**src/rtl/dsp_data_address_generator_defines.svh**
```systemverilog
// Assertion macros shared by the data-address generator RTL.
// Depends on nothing; define ASSERT_OFF to compile the checks out.
`ifndef DSP_DATA_ADDRESS_GENERATOR_DEFINES_SVH
`define DSP_DATA_ADDRESS_GENERATOR_DEFINES_SVH
`ifndef ASSERT_OFF
`define DAG_ASSERT_CLK(label, clk, rst, prop) \
   label: assert property (@(posedge clk) disable iff (rst) prop) \
      else $error("dag assertion failed");
`define DAG_ASSERT(label, prop) `DAG_ASSERT_CLK(label, clock, reset, prop)
`else
`define DAG_ASSERT_CLK(label, clk, rst, prop)
`define DAG_ASSERT(label, prop)
`endif
`endif

```
**src/rtl/dag_pkg.sv**
```systemverilog
// Types and constants for the data-address generator.
// Depends on nothing; used by every module of the block.
package dag_pkg;

   // configuration register indexes
   localparam logic CSR_CIRC_SIZE = 1'b0;
   localparam logic CSR_COMPAT    = 1'b1;

   // operand byte layout
   localparam int        OP_INDIRECT_BIT = 7;
   localparam logic [7:0] OP_OFFSET_MASK = 8'h7f;
   localparam logic [7:0] OP_MOD_MASK    = 8'(8 + 16 + 32 + 64);
   localparam logic [8:0] DP_MASK        = 9'h1ff;

   // direct base selects
   localparam logic [1:0] BASE_PAGE  = 2'd0;
   localparam logic [1:0] BASE_STACK = 2'd1;

   // item classes passed from front to back
   localparam logic [1:0] KIND_WRITE    = 2'd0;
   localparam logic [1:0] KIND_DIRECT   = 2'd1;
   localparam logic [1:0] KIND_INDIRECT = 2'd2;

   // indirect modifiers
   localparam logic [3:0] MOD_PLAIN    = 4'd0;
   localparam logic [3:0] MOD_POSTDEC  = 4'd1;
   localparam logic [3:0] MOD_POSTINC  = 4'd2;
   localparam logic [3:0] MOD_PREINC   = 4'd3;
   localparam logic [3:0] MOD_REVSUB   = 4'd4;
   localparam logic [3:0] MOD_SUBAR0   = 4'd5;
   localparam logic [3:0] MOD_ADDAR0   = 4'd6;
   localparam logic [3:0] MOD_REVADD   = 4'd7;
   localparam logic [3:0] MOD_CDEC     = 4'd8;
   localparam logic [3:0] MOD_CSUBAR0  = 4'd9;
   localparam logic [3:0] MOD_CINC     = 4'd10;
   localparam logic [3:0] MOD_CADDAR0  = 4'd11;
   localparam logic [3:0] MOD_LKOFS    = 4'd12;
   localparam logic [3:0] MOD_LKPRE    = 4'd13;
   localparam logic [3:0] MOD_LKCIRC   = 4'd14;
   localparam logic [3:0] MOD_LKABS    = 4'd15;

   localparam int QDEPTH = 2;

   typedef struct packed {
      logic        mode;
      logic [7:0]  operand_byte;
      logic [15:0] long_offset;
      logic [1:0]  base_select;
      logic [8:0]  data_page;
      logic [15:0] stack_pointer;
      logic [2:0]  current_pointer;
      logic [2:0]  reg_index;
      logic [15:0] reg_value;
   } req_type;

   typedef struct packed {
      logic [15:0] address;
      logic [2:0]  pointer_used;
      logic [15:0] pointer_after;
      logic        two_word;
   } rsp_type;

   // classified item: data is the direct address, long offset or load value
   typedef struct packed {
      logic [1:0]  kind;
      logic [3:0]  modifier;
      logic [2:0]  ptr;
      logic [15:0] data;
   } item_type;

   typedef struct packed {
      logic [15:0] circ_size;
      logic [15:0] circ_mask;
      logic        compat;
   } cfg_type;

   typedef struct packed {
      logic       push;
      logic       pop;
      logic [1:0] count;
   } qstat_type;

endpackage

```
**src/rtl/dag_front.sv**
```systemverilog
// Front stage: accepts items, resolves pointer number, builds direct addresses.
// Depends on dag_pkg.
module dag_front #(
   parameter int ADDR_BITS    = 16,
   parameter int NUM_POINTERS = 8
) (
   input  logic               clock,
   input  logic               reset,
   input  logic               req_valid,
   output logic               req_ready,
   input  dag_pkg::req_type   req_payload,
   input  dag_pkg::cfg_type   cfg,
   output logic               q_push,
   input  logic               q_full,
   output dag_pkg::item_type  q_item
);

   localparam logic [15:0] AMASK16 =
      (ADDR_BITS >= 16) ? 16'hffff : 16'((32'd1 << ADDR_BITS) - 32'd1);

   logic              valid_ff, valid_in;
   dag_pkg::item_type item_ff, item_in;
   logic              accept;
   logic [16:0]       dsum;
   logic [16:0]       base;
   logic [4:0]        pv;
   logic [2:0]        field;

   assign req_ready = !valid_ff || !q_full;
   assign accept    = req_valid && req_ready;
   assign q_push    = valid_ff && !q_full;
   assign q_item    = item_ff;
   assign valid_in  = accept || (valid_ff && !q_push);

   always_comb begin
      base    = '0;
      item_in = '0;
      field   = req_payload.operand_byte[2:0];
      if (cfg.compat && field == 3'd0) begin
         field = req_payload.current_pointer;
      end
      if (req_payload.base_select == dag_pkg::BASE_STACK) begin
         base = 17'(req_payload.stack_pointer);
      end else if (req_payload.base_select == dag_pkg::BASE_PAGE) begin
         base = 17'({req_payload.data_page & dag_pkg::DP_MASK, 7'd0});
      end
      dsum = 17'(req_payload.operand_byte & dag_pkg::OP_OFFSET_MASK) + base;
      // pointer number modulo the register count (at most three folds)
      pv = 5'(field);
      for (int k = 0; k < 3; k++) begin
         if (pv >= 5'(NUM_POINTERS)) begin
            pv = pv - 5'(NUM_POINTERS);
         end
      end
      item_in.modifier = 4'((req_payload.operand_byte & dag_pkg::OP_MOD_MASK) >> 3);
      if (req_payload.mode) begin
         pv = 5'(req_payload.reg_index);
         for (int k = 0; k < 3; k++) begin
            if (pv >= 5'(NUM_POINTERS)) begin
               pv = pv - 5'(NUM_POINTERS);
            end
         end
         item_in.kind = dag_pkg::KIND_WRITE;
         item_in.data = req_payload.reg_value;
      end else if (!req_payload.operand_byte[dag_pkg::OP_INDIRECT_BIT]) begin
         item_in.kind = dag_pkg::KIND_DIRECT;
         item_in.data = dsum[15:0] & AMASK16;
      end else begin
         item_in.kind = dag_pkg::KIND_INDIRECT;
         item_in.data = req_payload.long_offset;
      end
      item_in.ptr = pv[2:0];
   end

   always_ff @(posedge clock) begin
      if (reset) begin
         valid_ff <= 1'b0;
      end else begin
         valid_ff <= valid_in;
      end
      if (accept) begin
         item_ff <= item_in;
      end
   end

endmodule

```
**src/rtl/dag_queue.sv**
```systemverilog
// Two-entry item queue between front and back stages.
// Depends on dag_pkg.
module dag_queue (
   input  logic               clock,
   input  logic               reset,
   input  logic               push,
   input  dag_pkg::item_type  push_item,
   output logic               full,
   input  logic               pop,
   output logic               head_valid,
   output dag_pkg::item_type  head_item,
   output dag_pkg::qstat_type stat
);

   dag_pkg::item_type slot_ff [dag_pkg::QDEPTH];
   logic              wr_ff, wr_in, rd_ff, rd_in;
   logic [1:0]        count_ff, count_in;

   assign full       = (count_ff == 2'(dag_pkg::QDEPTH));
   assign head_valid = (count_ff != 2'd0);
   assign head_item  = slot_ff[rd_ff];
   assign wr_in      = push ? !wr_ff : wr_ff;
   assign rd_in      = pop ? !rd_ff : rd_ff;
   assign count_in   = count_ff + 2'(push) - 2'(pop);
   assign stat       = '{push: push, pop: pop, count: count_ff};

   always_ff @(posedge clock) begin
      if (reset) begin
         wr_ff    <= 1'b0;
         rd_ff    <= 1'b0;
         count_ff <= 2'd0;
      end else begin
         wr_ff    <= wr_in;
         rd_ff    <= rd_in;
         count_ff <= count_in;
      end
      if (push) begin
         slot_ff[wr_ff] <= push_item;
      end
   end

endmodule

```
**src/rtl/dag_back.sv**
```systemverilog
// Back stage: pointer registers, modifier arithmetic and the result register.
// Depends on dag_pkg.
module dag_back #(
   parameter int ADDR_BITS    = 16,
   parameter int NUM_POINTERS = 8
) (
   input  logic               clock,
   input  logic               reset,
   input  logic               head_valid,
   input  dag_pkg::item_type  head_item,
   output logic               pop,
   input  dag_pkg::cfg_type   cfg,
   output logic               rsp_valid,
   input  logic               rsp_ready,
   output dag_pkg::rsp_type   rsp_payload
);

   localparam int PW = (NUM_POINTERS > 1) ? $clog2(NUM_POINTERS) : 1;
   localparam int SW = ((ADDR_BITS > 16) ? ADDR_BITS : 16) + 2;

   logic [ADDR_BITS-1:0] ptr_ff [NUM_POINTERS];
   logic                 valid_ff;
   dag_pkg::rsp_type     rsp_ff, rsp_in;

   logic [PW-1:0]        idx;
   logic [ADDR_BITS-1:0] p, ar0, newp, addr, lin, circ, mask_ab, cbase;
   logic signed [SW-1:0] step, ar0_s, lk_s, s, size_s;
   logic                 use_circ, wr_en;

   function automatic logic [ADDR_BITS-1:0] rev(input logic [ADDR_BITS-1:0] v);
      logic [ADDR_BITS-1:0] r;
      for (int i = 0; i < ADDR_BITS; i++) begin
         r[ADDR_BITS-1-i] = v[i];
      end
      return r;
   endfunction

   assign pop = head_valid && (!valid_ff || rsp_ready);
   assign rsp_valid   = valid_ff;
   assign rsp_payload = rsp_ff;

   always_comb begin
      idx     = PW'(head_item.ptr);
      p       = ptr_ff[idx];
      ar0     = ptr_ff[0];
      ar0_s   = SW'($signed(ar0));
      lk_s    = SW'($signed(head_item.data));
      mask_ab = ADDR_BITS'(cfg.circ_mask);
      size_s  = $signed(SW'(cfg.circ_size));
      step    = '0;
      use_circ = 1'b0;
      unique case (head_item.modifier)
         dag_pkg::MOD_POSTDEC, dag_pkg::MOD_CDEC:         step = -SW'(1);
         dag_pkg::MOD_POSTINC, dag_pkg::MOD_PREINC,
         dag_pkg::MOD_CINC:                               step = SW'(1);
         dag_pkg::MOD_SUBAR0, dag_pkg::MOD_CSUBAR0:       step = -ar0_s;
         dag_pkg::MOD_ADDAR0, dag_pkg::MOD_CADDAR0:       step = ar0_s;
         dag_pkg::MOD_LKOFS, dag_pkg::MOD_LKPRE,
         dag_pkg::MOD_LKCIRC:                             step = lk_s;
         default:                                         step = '0;
      endcase
      unique case (head_item.modifier)
         dag_pkg::MOD_CDEC, dag_pkg::MOD_CSUBAR0, dag_pkg::MOD_CINC,
         dag_pkg::MOD_CADDAR0, dag_pkg::MOD_LKCIRC: use_circ = (cfg.circ_size != 16'd0);
         default:                                   use_circ = 1'b0;
      endcase

      lin   = ADDR_BITS'(SW'(p) + step);
      // circular: one correction by the buffer size, then rebase
      cbase = p & ~mask_ab;
      s     = $signed(SW'(p & mask_ab)) + step;
      if (s < 0) begin
         s = s + size_s;
      end else if (s >= size_s) begin
         s = s - size_s;
      end
      circ  = cbase + ADDR_BITS'(s);

      addr = p;
      newp = p;
      unique case (head_item.modifier)
         dag_pkg::MOD_PLAIN: newp = p;
         dag_pkg::MOD_POSTDEC, dag_pkg::MOD_POSTINC,
         dag_pkg::MOD_SUBAR0, dag_pkg::MOD_ADDAR0: newp = lin;
         dag_pkg::MOD_PREINC, dag_pkg::MOD_LKPRE: begin
            newp = lin;
            addr = lin;
         end
         dag_pkg::MOD_REVSUB: newp = rev(rev(p) - rev(ar0));
         dag_pkg::MOD_REVADD: newp = rev(rev(p) + rev(ar0));
         dag_pkg::MOD_CDEC, dag_pkg::MOD_CSUBAR0, dag_pkg::MOD_CINC,
         dag_pkg::MOD_CADDAR0: newp = use_circ ? circ : lin;
         dag_pkg::MOD_LKOFS: addr = lin;
         dag_pkg::MOD_LKCIRC: begin
            newp = use_circ ? circ : lin;
            addr = newp;
         end
         dag_pkg::MOD_LKABS: addr = ADDR_BITS'(head_item.data);
         default: newp = p;
      endcase

      rsp_in = '0;
      wr_en  = 1'b0;
      unique case (head_item.kind)
         dag_pkg::KIND_WRITE: begin
            wr_en                = 1'b1;
            newp                 = ADDR_BITS'(head_item.data);
            rsp_in.pointer_used  = head_item.ptr;
            rsp_in.pointer_after = 16'(newp);
         end
         dag_pkg::KIND_INDIRECT: begin
            wr_en                = 1'b1;
            rsp_in.address       = 16'(addr);
            rsp_in.pointer_used  = head_item.ptr;
            rsp_in.pointer_after = 16'(newp);
            rsp_in.two_word      = (head_item.modifier >= dag_pkg::MOD_LKOFS);
         end
         default: begin
            rsp_in.address = head_item.data;
         end
      endcase
   end

   always_ff @(posedge clock) begin
      if (reset) begin
         valid_ff <= 1'b0;
         for (int i = 0; i < NUM_POINTERS; i++) begin
            ptr_ff[i] <= '0;
         end
      end else begin
         if (pop) begin
            valid_ff <= 1'b1;
         end else if (rsp_ready) begin
            valid_ff <= 1'b0;
         end
         if (pop && wr_en) begin
            ptr_ff[idx] <= newp;
         end
      end
      if (pop) begin
         rsp_ff <= rsp_in;
      end
   end

endmodule

```
**src/rtl/dsp_data_address_generator.sv**
```systemverilog
// Data-address generator top level: config registers, front, queue, back.
// Depends on dag_pkg, dag_front, dag_queue, dag_back and the defines header.
//
// Usage:
//  - req_*: one item per handshake, either a pointer load (mode 1) or an
//    operand byte to turn into a data address (mode 0).
//  - rsp_*: exactly one result item per request item, in order.
//  - csr_*: write-only registers, circular size (index 0) and the
//    compatibility pointer select (index 1); write only while idle.
// Timing:
//  - From acceptance to rsp_valid an item passes the front register, a
//    queue slot and the result register, in that order.
//  - Throughput is one item per cycle while rsp_ready stays high; the back
//    stage reads and updates the selected pointer in the same cycle, so
//    back-to-back items see each other's pointer updates.
//  - When rsp_ready is low, results hold; the two-entry queue and the front
//    register still take up to three more items before req_ready drops.
// Reset: pointer registers, circular size and compat mode clear to zero,
//   all pipeline valid flags clear.
`include "dsp_data_address_generator_defines.svh"
module dsp_data_address_generator #(
   parameter int ADDR_BITS    = 16,
   parameter int NUM_POINTERS = 8
) (
   input  logic             clock,
   input  logic             reset,
   input  logic             req_valid,
   output logic             req_ready,
   input  dag_pkg::req_type req_payload,
   output logic             rsp_valid,
   input  logic             rsp_ready,
   output dag_pkg::rsp_type rsp_payload,
   input  logic             csr_we,
   input  logic             csr_index,
   input  logic [15:0]      csr_wdata
);

   logic [15:0]        circ_size_ff, circ_size_in;
   logic [15:0]        circ_mask_ff, circ_mask_in;
   logic               compat_ff, compat_in;
   dag_pkg::cfg_type   cfg;
   logic               q_push, q_full, q_pop, q_valid;
   dag_pkg::item_type  q_in_item, q_head;
   dag_pkg::qstat_type q_stat;

   // config writes; mask of the next power of two above the size is kept
   always_comb begin
      circ_size_in = circ_size_ff;
      compat_in    = compat_ff;
      if (csr_we) begin
         unique case (csr_index)
            dag_pkg::CSR_CIRC_SIZE: circ_size_in = csr_wdata;
            dag_pkg::CSR_COMPAT:    compat_in    = csr_wdata[0];
            default:                circ_size_in = circ_size_ff;
         endcase
      end
      for (int i = 0; i < 16; i++) begin
         circ_mask_in[i] = |(circ_size_in >> i);
      end
   end

   always_ff @(posedge clock) begin
      if (reset) begin
         circ_size_ff <= '0;
         circ_mask_ff <= '0;
         compat_ff    <= 1'b0;
      end else begin
         circ_size_ff <= circ_size_in;
         circ_mask_ff <= circ_mask_in;
         compat_ff    <= compat_in;
      end
   end

   assign cfg = '{circ_size: circ_size_ff, circ_mask: circ_mask_ff, compat: compat_ff};

   dag_front #(.ADDR_BITS(ADDR_BITS), .NUM_POINTERS(NUM_POINTERS)) u_front (
      .clock       (clock),
      .reset       (reset),
      .req_valid   (req_valid),
      .req_ready   (req_ready),
      .req_payload (req_payload),
      .cfg         (cfg),
      .q_push      (q_push),
      .q_full      (q_full),
      .q_item      (q_in_item)
   );

   dag_queue u_queue (
      .clock      (clock),
      .reset      (reset),
      .push       (q_push),
      .push_item  (q_in_item),
      .full       (q_full),
      .pop        (q_pop),
      .head_valid (q_valid),
      .head_item  (q_head),
      .stat       (q_stat)
   );

   dag_back #(.ADDR_BITS(ADDR_BITS), .NUM_POINTERS(NUM_POINTERS)) u_back (
      .clock       (clock),
      .reset       (reset),
      .head_valid  (q_valid),
      .head_item   (q_head),
      .pop         (q_pop),
      .cfg         (cfg),
      .rsp_valid   (rsp_valid),
      .rsp_ready   (rsp_ready),
      .rsp_payload (rsp_payload)
   );

   // queue never overfills
   `DAG_ASSERT(a_q_bound, q_stat.count <= 2'(dag_pkg::QDEPTH))
   // a push is only issued with room left, even if a pop frees a slot
   `DAG_ASSERT(a_q_push_room, q_stat.push |-> (q_stat.count < 2'(dag_pkg::QDEPTH)))
   // every item taken by the back stage shows up as a result next cycle
   `DAG_ASSERT(a_pop_result, q_stat.pop |=> rsp_valid)

endmodule

```
**config.mk**
```make
export PLATFORM = sky130hd
export DESIGN_NAME = dsp_data_address_generator
export DESIGN_NICKNAME = d
export VERILOG_FILES = /design/src/rtl/dag_pkg.sv /design/src/rtl/dag_front.sv /design/src/rtl/dag_queue.sv /design/src/rtl/dag_back.sv /design/src/rtl/dsp_data_address_generator.sv
export VERILOG_INCLUDE_DIRS = /design/src /design/src/rtl
export SDC_FILE = /design/constraint.sdc
export NUM_CORES = 1
export LEC_CHECK = 0
export ABC_AREA = 1
export BUFFER_PORTS_ARGS = -buffer_cell sky130_fd_sc_hd__buf_2
export CAP_MARGIN = 40
export CORE_UTILIZATION = 29
export DETAILED_ROUTE_END_ITERATION = 8
export PLACE_DENSITY = 0.43
export SYNTH_ARGS = -nofsm -noshare
export SYNTH_HDL_FRONTEND = slang
export SYNTH_SLANG_ARGS = --single-unit
```
**constraint.sdc**
```tcl
create_clock -name clock -period 14.4 [get_ports clock]
set_input_delay 2.88 -clock clock [delete_from_list [all_inputs] [get_ports clock]]
set_output_delay 2.88 -clock clock [all_outputs]
set_load 0.01 [all_outputs]
```
* Word level (Yosys, flattened, before mapping)
Memory sizes are Yosys's and may differ from the RTL's. A register that Yosys moved wholly into a read port is not among the register bits. Cells that the tools add are included.
Operators by class: add/sub/neg operators 11, magnitude comparators 3, equality and inequality tests 18, multiplexer cells 34, bitwise gates (word level) 3, reductions and logical operators 47
Operators by type and width (number):
- 16-bit 2-to-1 mux | 11
- 18-bit case mux with 5 select lines | 1
- 16-bit adder | 4
- 16-bit case mux with 4 select lines | 1
- 16-bit case mux with 3 select lines | 1
- 19-bit case mux with 2 select lines | 1
- 16-bit bitwise AND | 2
- 4-bit equality test, second input constant | 8
- 16-bit case mux with 2 select lines | 1
- 16-bit OR reduction | 2
- 16-bit subtractor | 2
- 17-bit by 18-bit adder with 18-bit output | 1
- 18-bit by 17-bit greater-or-equal comparator with 1-bit output | 1
- 18-bit by 1-bit < comparator with 1-bit output, second input constant | 1
- 16-bit negator with 18-bit output | 1
- 7-bit by 16-bit adder with 16-bit output | 1
- 4-bit by 3-bit equality test with 1-bit output, second input constant | 4
- 16-bit inverter | 1
- 16-bit nonzero test | 1
- 15-bit OR reduction | 1
- 1-bit 2-to-1 mux | 14
- 14-bit OR reduction | 1
- 13-bit OR reduction | 1
- 12-bit OR reduction | 1
- 26 further kinds | 53
Word-level totals: bits in registers 100, bits in writable memories 178, input port bits 96, output and inout port bits 38, logic and storage cells 134, memories kept 2
Memories:
- u_back.ptr_ff | words 8, bits a word 16, rd ports 2, clocked after Yosys merged registers in 0, wr ports 8, RTL line dag_back.sv:21 | logic [ADDR_BITS-1:0] ptr_ff [NUM_POINTERS];
- u_queue.slot_ff | words 2, bits a word 25, rd ports 1, clocked after Yosys merged registers in 1, wr ports 1, RTL line dag_queue.sv:15 | dag_pkg::item_type slot_ff [dag_pkg::QDEPTH];

* Depth between registers and ports, before layout
word-level depth 12, mapped depth 60, depth with buffers taken out 56

* By module
A second synthesis with hierarchy kept.
Unflattened totals: cell total of the unflattened synthesis 2442, area, all modules 19667.6 µm²
By module, submodules not included:
- dag_back | times used 1, cells each 1895, area an instance 14227.4 µm², seq. area each 4944.7 µm²
- dag_queue | times used 1, cells each 111, area an instance 2148.3 µm², seq. area each 1601.5 µm²
- dag_front | times used 1, cells each 254, area an instance 1945.6 µm², seq. area each 770.7 µm²
- dsp_data_address_generator | times used 1, cells each 182, area an instance 1346.3 µm², seq. area each 640.6 µm²

* Worst setup path before layout
OpenSTA, ideal clock, no wires.
kind register to register, start point register with a tool-made name, end point memory u_back.ptr_ff[5][12] (data pin), library setup time 263 ps, data arrival time 7719 ps, required time 14137 ps, path slack 6417 ps, stages on the path, launching flop included 59, path buffers 4, period minus slack after synthesis 7983 ps, cells stage by stage dfxtp_1 > inv_2 > nand2_2 > nand2_2 > buf_6 > inv_1 > clkbuf_1 > nor3_1 > a22o_1 > a221oi_1 > nand2_1 > inv_1 > nor2_1 > ha_1 > a21oi_1 > and2_1 > inv_1 > a21oi_1 > [... 23 more ...] > nand3_1 > nand2_1 > a21oi_1 > o21ai_0 > inv_1 > o21a_1 > nor2_1 > o21ai_0 > nand2_1 > nand2_1 > nand2_1 > a21oi_1 > xor2_1 > nand2_1 > nand3_1 > nand3_2 > nand3_4 > a21oi_1
RTL lines (RTL line):
- end: declaration | dag_back.sv:21

==> flow_metrics.tcl <==
set metrics [dict create \
    outcome "finished clean" \
    drive_gt1_frac 0.1290 \
    clkTransAtPathRegs_ps 60 \
    slowest_stage "nor3_1" \
    antenna_found_initial 1 \
    vias 17180 \
    stdcell_count 3399 \
    grt.busiest_layer "met2" \
    first_global_vias 16730 \
    cts.sinks 278 \
    drtAntennaViolNets 0 \
    first_iter_violations 1290 \
    n_antenna_cell 0 \
    ys_types 68 \
    layout.nets 2730 \
    cts_root_buffer "clkbuf_16" \
    grt_max_degree 42 \
    max_cap_viol_count 0 \
    core-area_mm2 0.06563 \
    die_h_um 259.5 \
    cts_htree_levels 2 \
    avgSynthCellArea_um2 8.081 \
    cts_tree "yes" \
    rsz0062_at_grt "false" \
    drc 0 \
    die_w_um 259.5 \
    period_share 0.7521 \
    gp_congestion 0.9202 \
    netlist_area_mm2 0.01922 \
    fmax_mhz 92.33 \
    dp.cells 3336 \
    post-cts-setup-buffers 0 \
    filler_cell_count 6928 \
    area.growth.synth_to_final_pct 15.21 \
    tns_ps 0 \
    hold_buffers 0 \
    cts_resized 0 \
    globalRouteMet3Util 0.02626 \
    numCtsBuffers 35 \
    seq_area_frac_synth 0.4139 \
    hp-class "reg -> reg" \
    vias_per_cell 5.055 \
    wirelength_um 69100 \
    numPortBuffers 133 \
    synth_warnings 0 \
    reg2reg_slack_ps 3570 \
    grt_pass1_wl_um 103400 \
    place_area_mm2 0.02097 \
    path_class "reg -> reg" \
    wire_per_inst_um 20.33 \
    cp_max_fo 32 \
    hold_violations 0 \
    path_common_cell "nand2_1" \
    firstDrtPassIters 5 \
    relSlewSlack 0.3229 \
    holdWs_ps 437.5 \
    dieArea_mm2 0.06732 \
    tightest_slew_ps 1008 \
    use_met2 0.3366 \
    syn_inst 2379 \
    skew_ps 38.05 \
    setup_viol_count_final 0 \
    grt_use_total 0.2035 \
    slew_violations 0 \
    synthesis.nets 2599 \
    dp_hpwl_um 54630 \
    num_rows 94 \
    fin_crit_ps 10830 \
    cpPeakStageDelay_ps 880 \
    crit_required_ps 14660 \
    crit_arrival_ps 11090 \
    use_met1 0.2763 \
    finalInstanceArea_mm2 0.02215 \
    clock_latency_ps 580 \
    gr-total-overflow 0 \
    initial_utilization 0.2929 \
    io_pins 134 \
    ys_ff_latch 278 \
    cp-start-kind "flop" \
    clockBufferDepth 3 \
    cp-end-kind "flop" \
]
## layout by cell type (no fill, tap or decap), drive strengths merged, types with 5 or more instances in the layout
master and instances:
xnor2 15, o221ai 7, clkbuf 37, nand3 112, or2 20, nand2 541, a21oi 230, nor4 15
fa 8, a22o 9, inv 300, o31ai 5, nand3b 6, o211ai 25, nand4 24, o21a 5
xor2 45, o2bb2ai 8, ha 116, nor2 235, o2111ai 12, edfxtp 239, dfxtp 39, o21ai 168
a221oi 29, clkinv 25, o22ai 11, buf 164, nor3 22, bufinv 5, a31oi 8, o21bai 11
## routing by layer
metal | vias up | part of all wire
li1 | 8419 | -
met1 | 8187 | 0.47
met2 | 487 | 0.46
met3 | 88 | 0.047
met4 | 0 | 0.022
met5 | - | 0
## registers in the layout (all words and copies together) (netlist names), named ones only
register / cells
u_queue.rd_ff: 1
u_back.ptr_ff: 128
compat_ff: 1
u_queue.wr_ff: 1
circ_mask_ff: 15
u_front.q_item: 25
u_queue.count_ff: 2
u_back.rsp_payload: 36
u_front.valid_ff: 1
u_queue.slot_ff: 50
u_back.rsp_valid: 1
circ_size_ff: 16
## area by class of cell
cell class	count	area, um2	share of cell area
clock buffers	37	883.3	0.03988
clock inverters	25	290.3	0.01311
multi-input cells	1723	9839	0.4442
inverters	308	1156	0.05220
repair buffers	164	940.9	0.04248
well taps	864	1081	0.04881
flip-flops and latches	278	7958	0.3593
## per-stage QoR
| step | setup slack (ps) | util |
|---|---|---|
| global route | 2427 | 0.3375 |
| floorplan | 6418 | - |
| detailed placement | 3633 | 0.3195 |
| global placement | 4010 | 0.3179 |
| CTS | 3614 | 0.3374 |
| finish | 3570 | 0.3375 |
## cell usage after synthesis (all sizes together)
master / n / area (um2)
a2111oi: 1 / 8.760
a211oi: 4 / 30.03
a21boi: 4 / 41.29
a21o: 4 / 30.03
a21oi: 230 / 1159
a221oi: 29 / 254.0
a22o: 9 / 78.83
a22oi: 4 / 30.03
a31o: 4 / 35.03
a31oi: 8 / 56.30
a32o: 2 / 20.02
and2: 2 / 12.51
and3: 2 / 12.51
buf: 14 / 93.83
clkbuf: 56 / 210.2
clkinv: 13 / 48.80
dfxtp: 39 / 780.8
edfxtp: 239 / 7177
fa: 8 / 160.2
ha: 116 / 1451
inv: 295 / 1107
mux2i: 3 / 30.03
nand2: 541 / 2141
nand3: 112 / 668.1
nand3b: 6 / 48.80
nand4: 24 / 150.1
nor2: 235 / 909.6
nor3: 22 / 115.1
nor4: 15 / 100.1
o2111ai: 12 / 111.4
o211ai: 25 / 192.7
o21a: 5 / 37.54
o21ai: 168 / 882.1
o21bai: 11 / 82.58
o221a: 1 / 11.26
o221ai: 7 / 61.31
o22ai: 11 / 68.82
o2bb2ai: 8 / 70.07
o311ai: 4 / 35.03
o31a: 1 / 8.760
o31ai: 5 / 37.54
or2: 20 / 125.1
xnor2: 15 / 138.9
xor2: 45 / 401.6
## cells by family (layout without fill, tap and decap cells)
logic type               after synthesis  in the layout  synth area share
flip-flops                           278            278            0.4139
XOR/XNOR                              60             60           0.02812
adder cells (fa/ha/maj)              124            124           0.08383
AND/OR/NAND/NOR                      979            979            0.2228
buffers and inverters                378            534           0.07595
multiplexers                           3              3          0.001562
AO/OA/AOI/OAI                        557            557            0.1738
## worst paths after layout
check,startpoint,end,depth (start not counted)
worst max-delay path,flop,u_back.ptr_ff[5][12],55
worst max register to register,flop,u_back.ptr_ff[5][12],55
worst min-delay path,u_front.q_item[18],u_queue.slot_ff[1][18],0
worst min register to register,u_front.q_item[18],u_queue.slot_ff[1][18],0
## critical path: cells and delay by family, from the launching register on
| kind | cells | cell delay [ps] |
|---|---|---|
| AOI/OAI and AO/OA | 17 | 2840 |
| xor gates and xnor gates | 2 | 490 |
| adders and majority gates | 3 | 1090 |
| buffers and inverters | 9 | 1770 |
| DFF | 1 | 290 |
| and+or+nand+nor | 24 | 3940 |
Power is left out: the tool's default activity adds up to more than one toggle a clock period on the data nets, which glitch-free logic cannot reach.
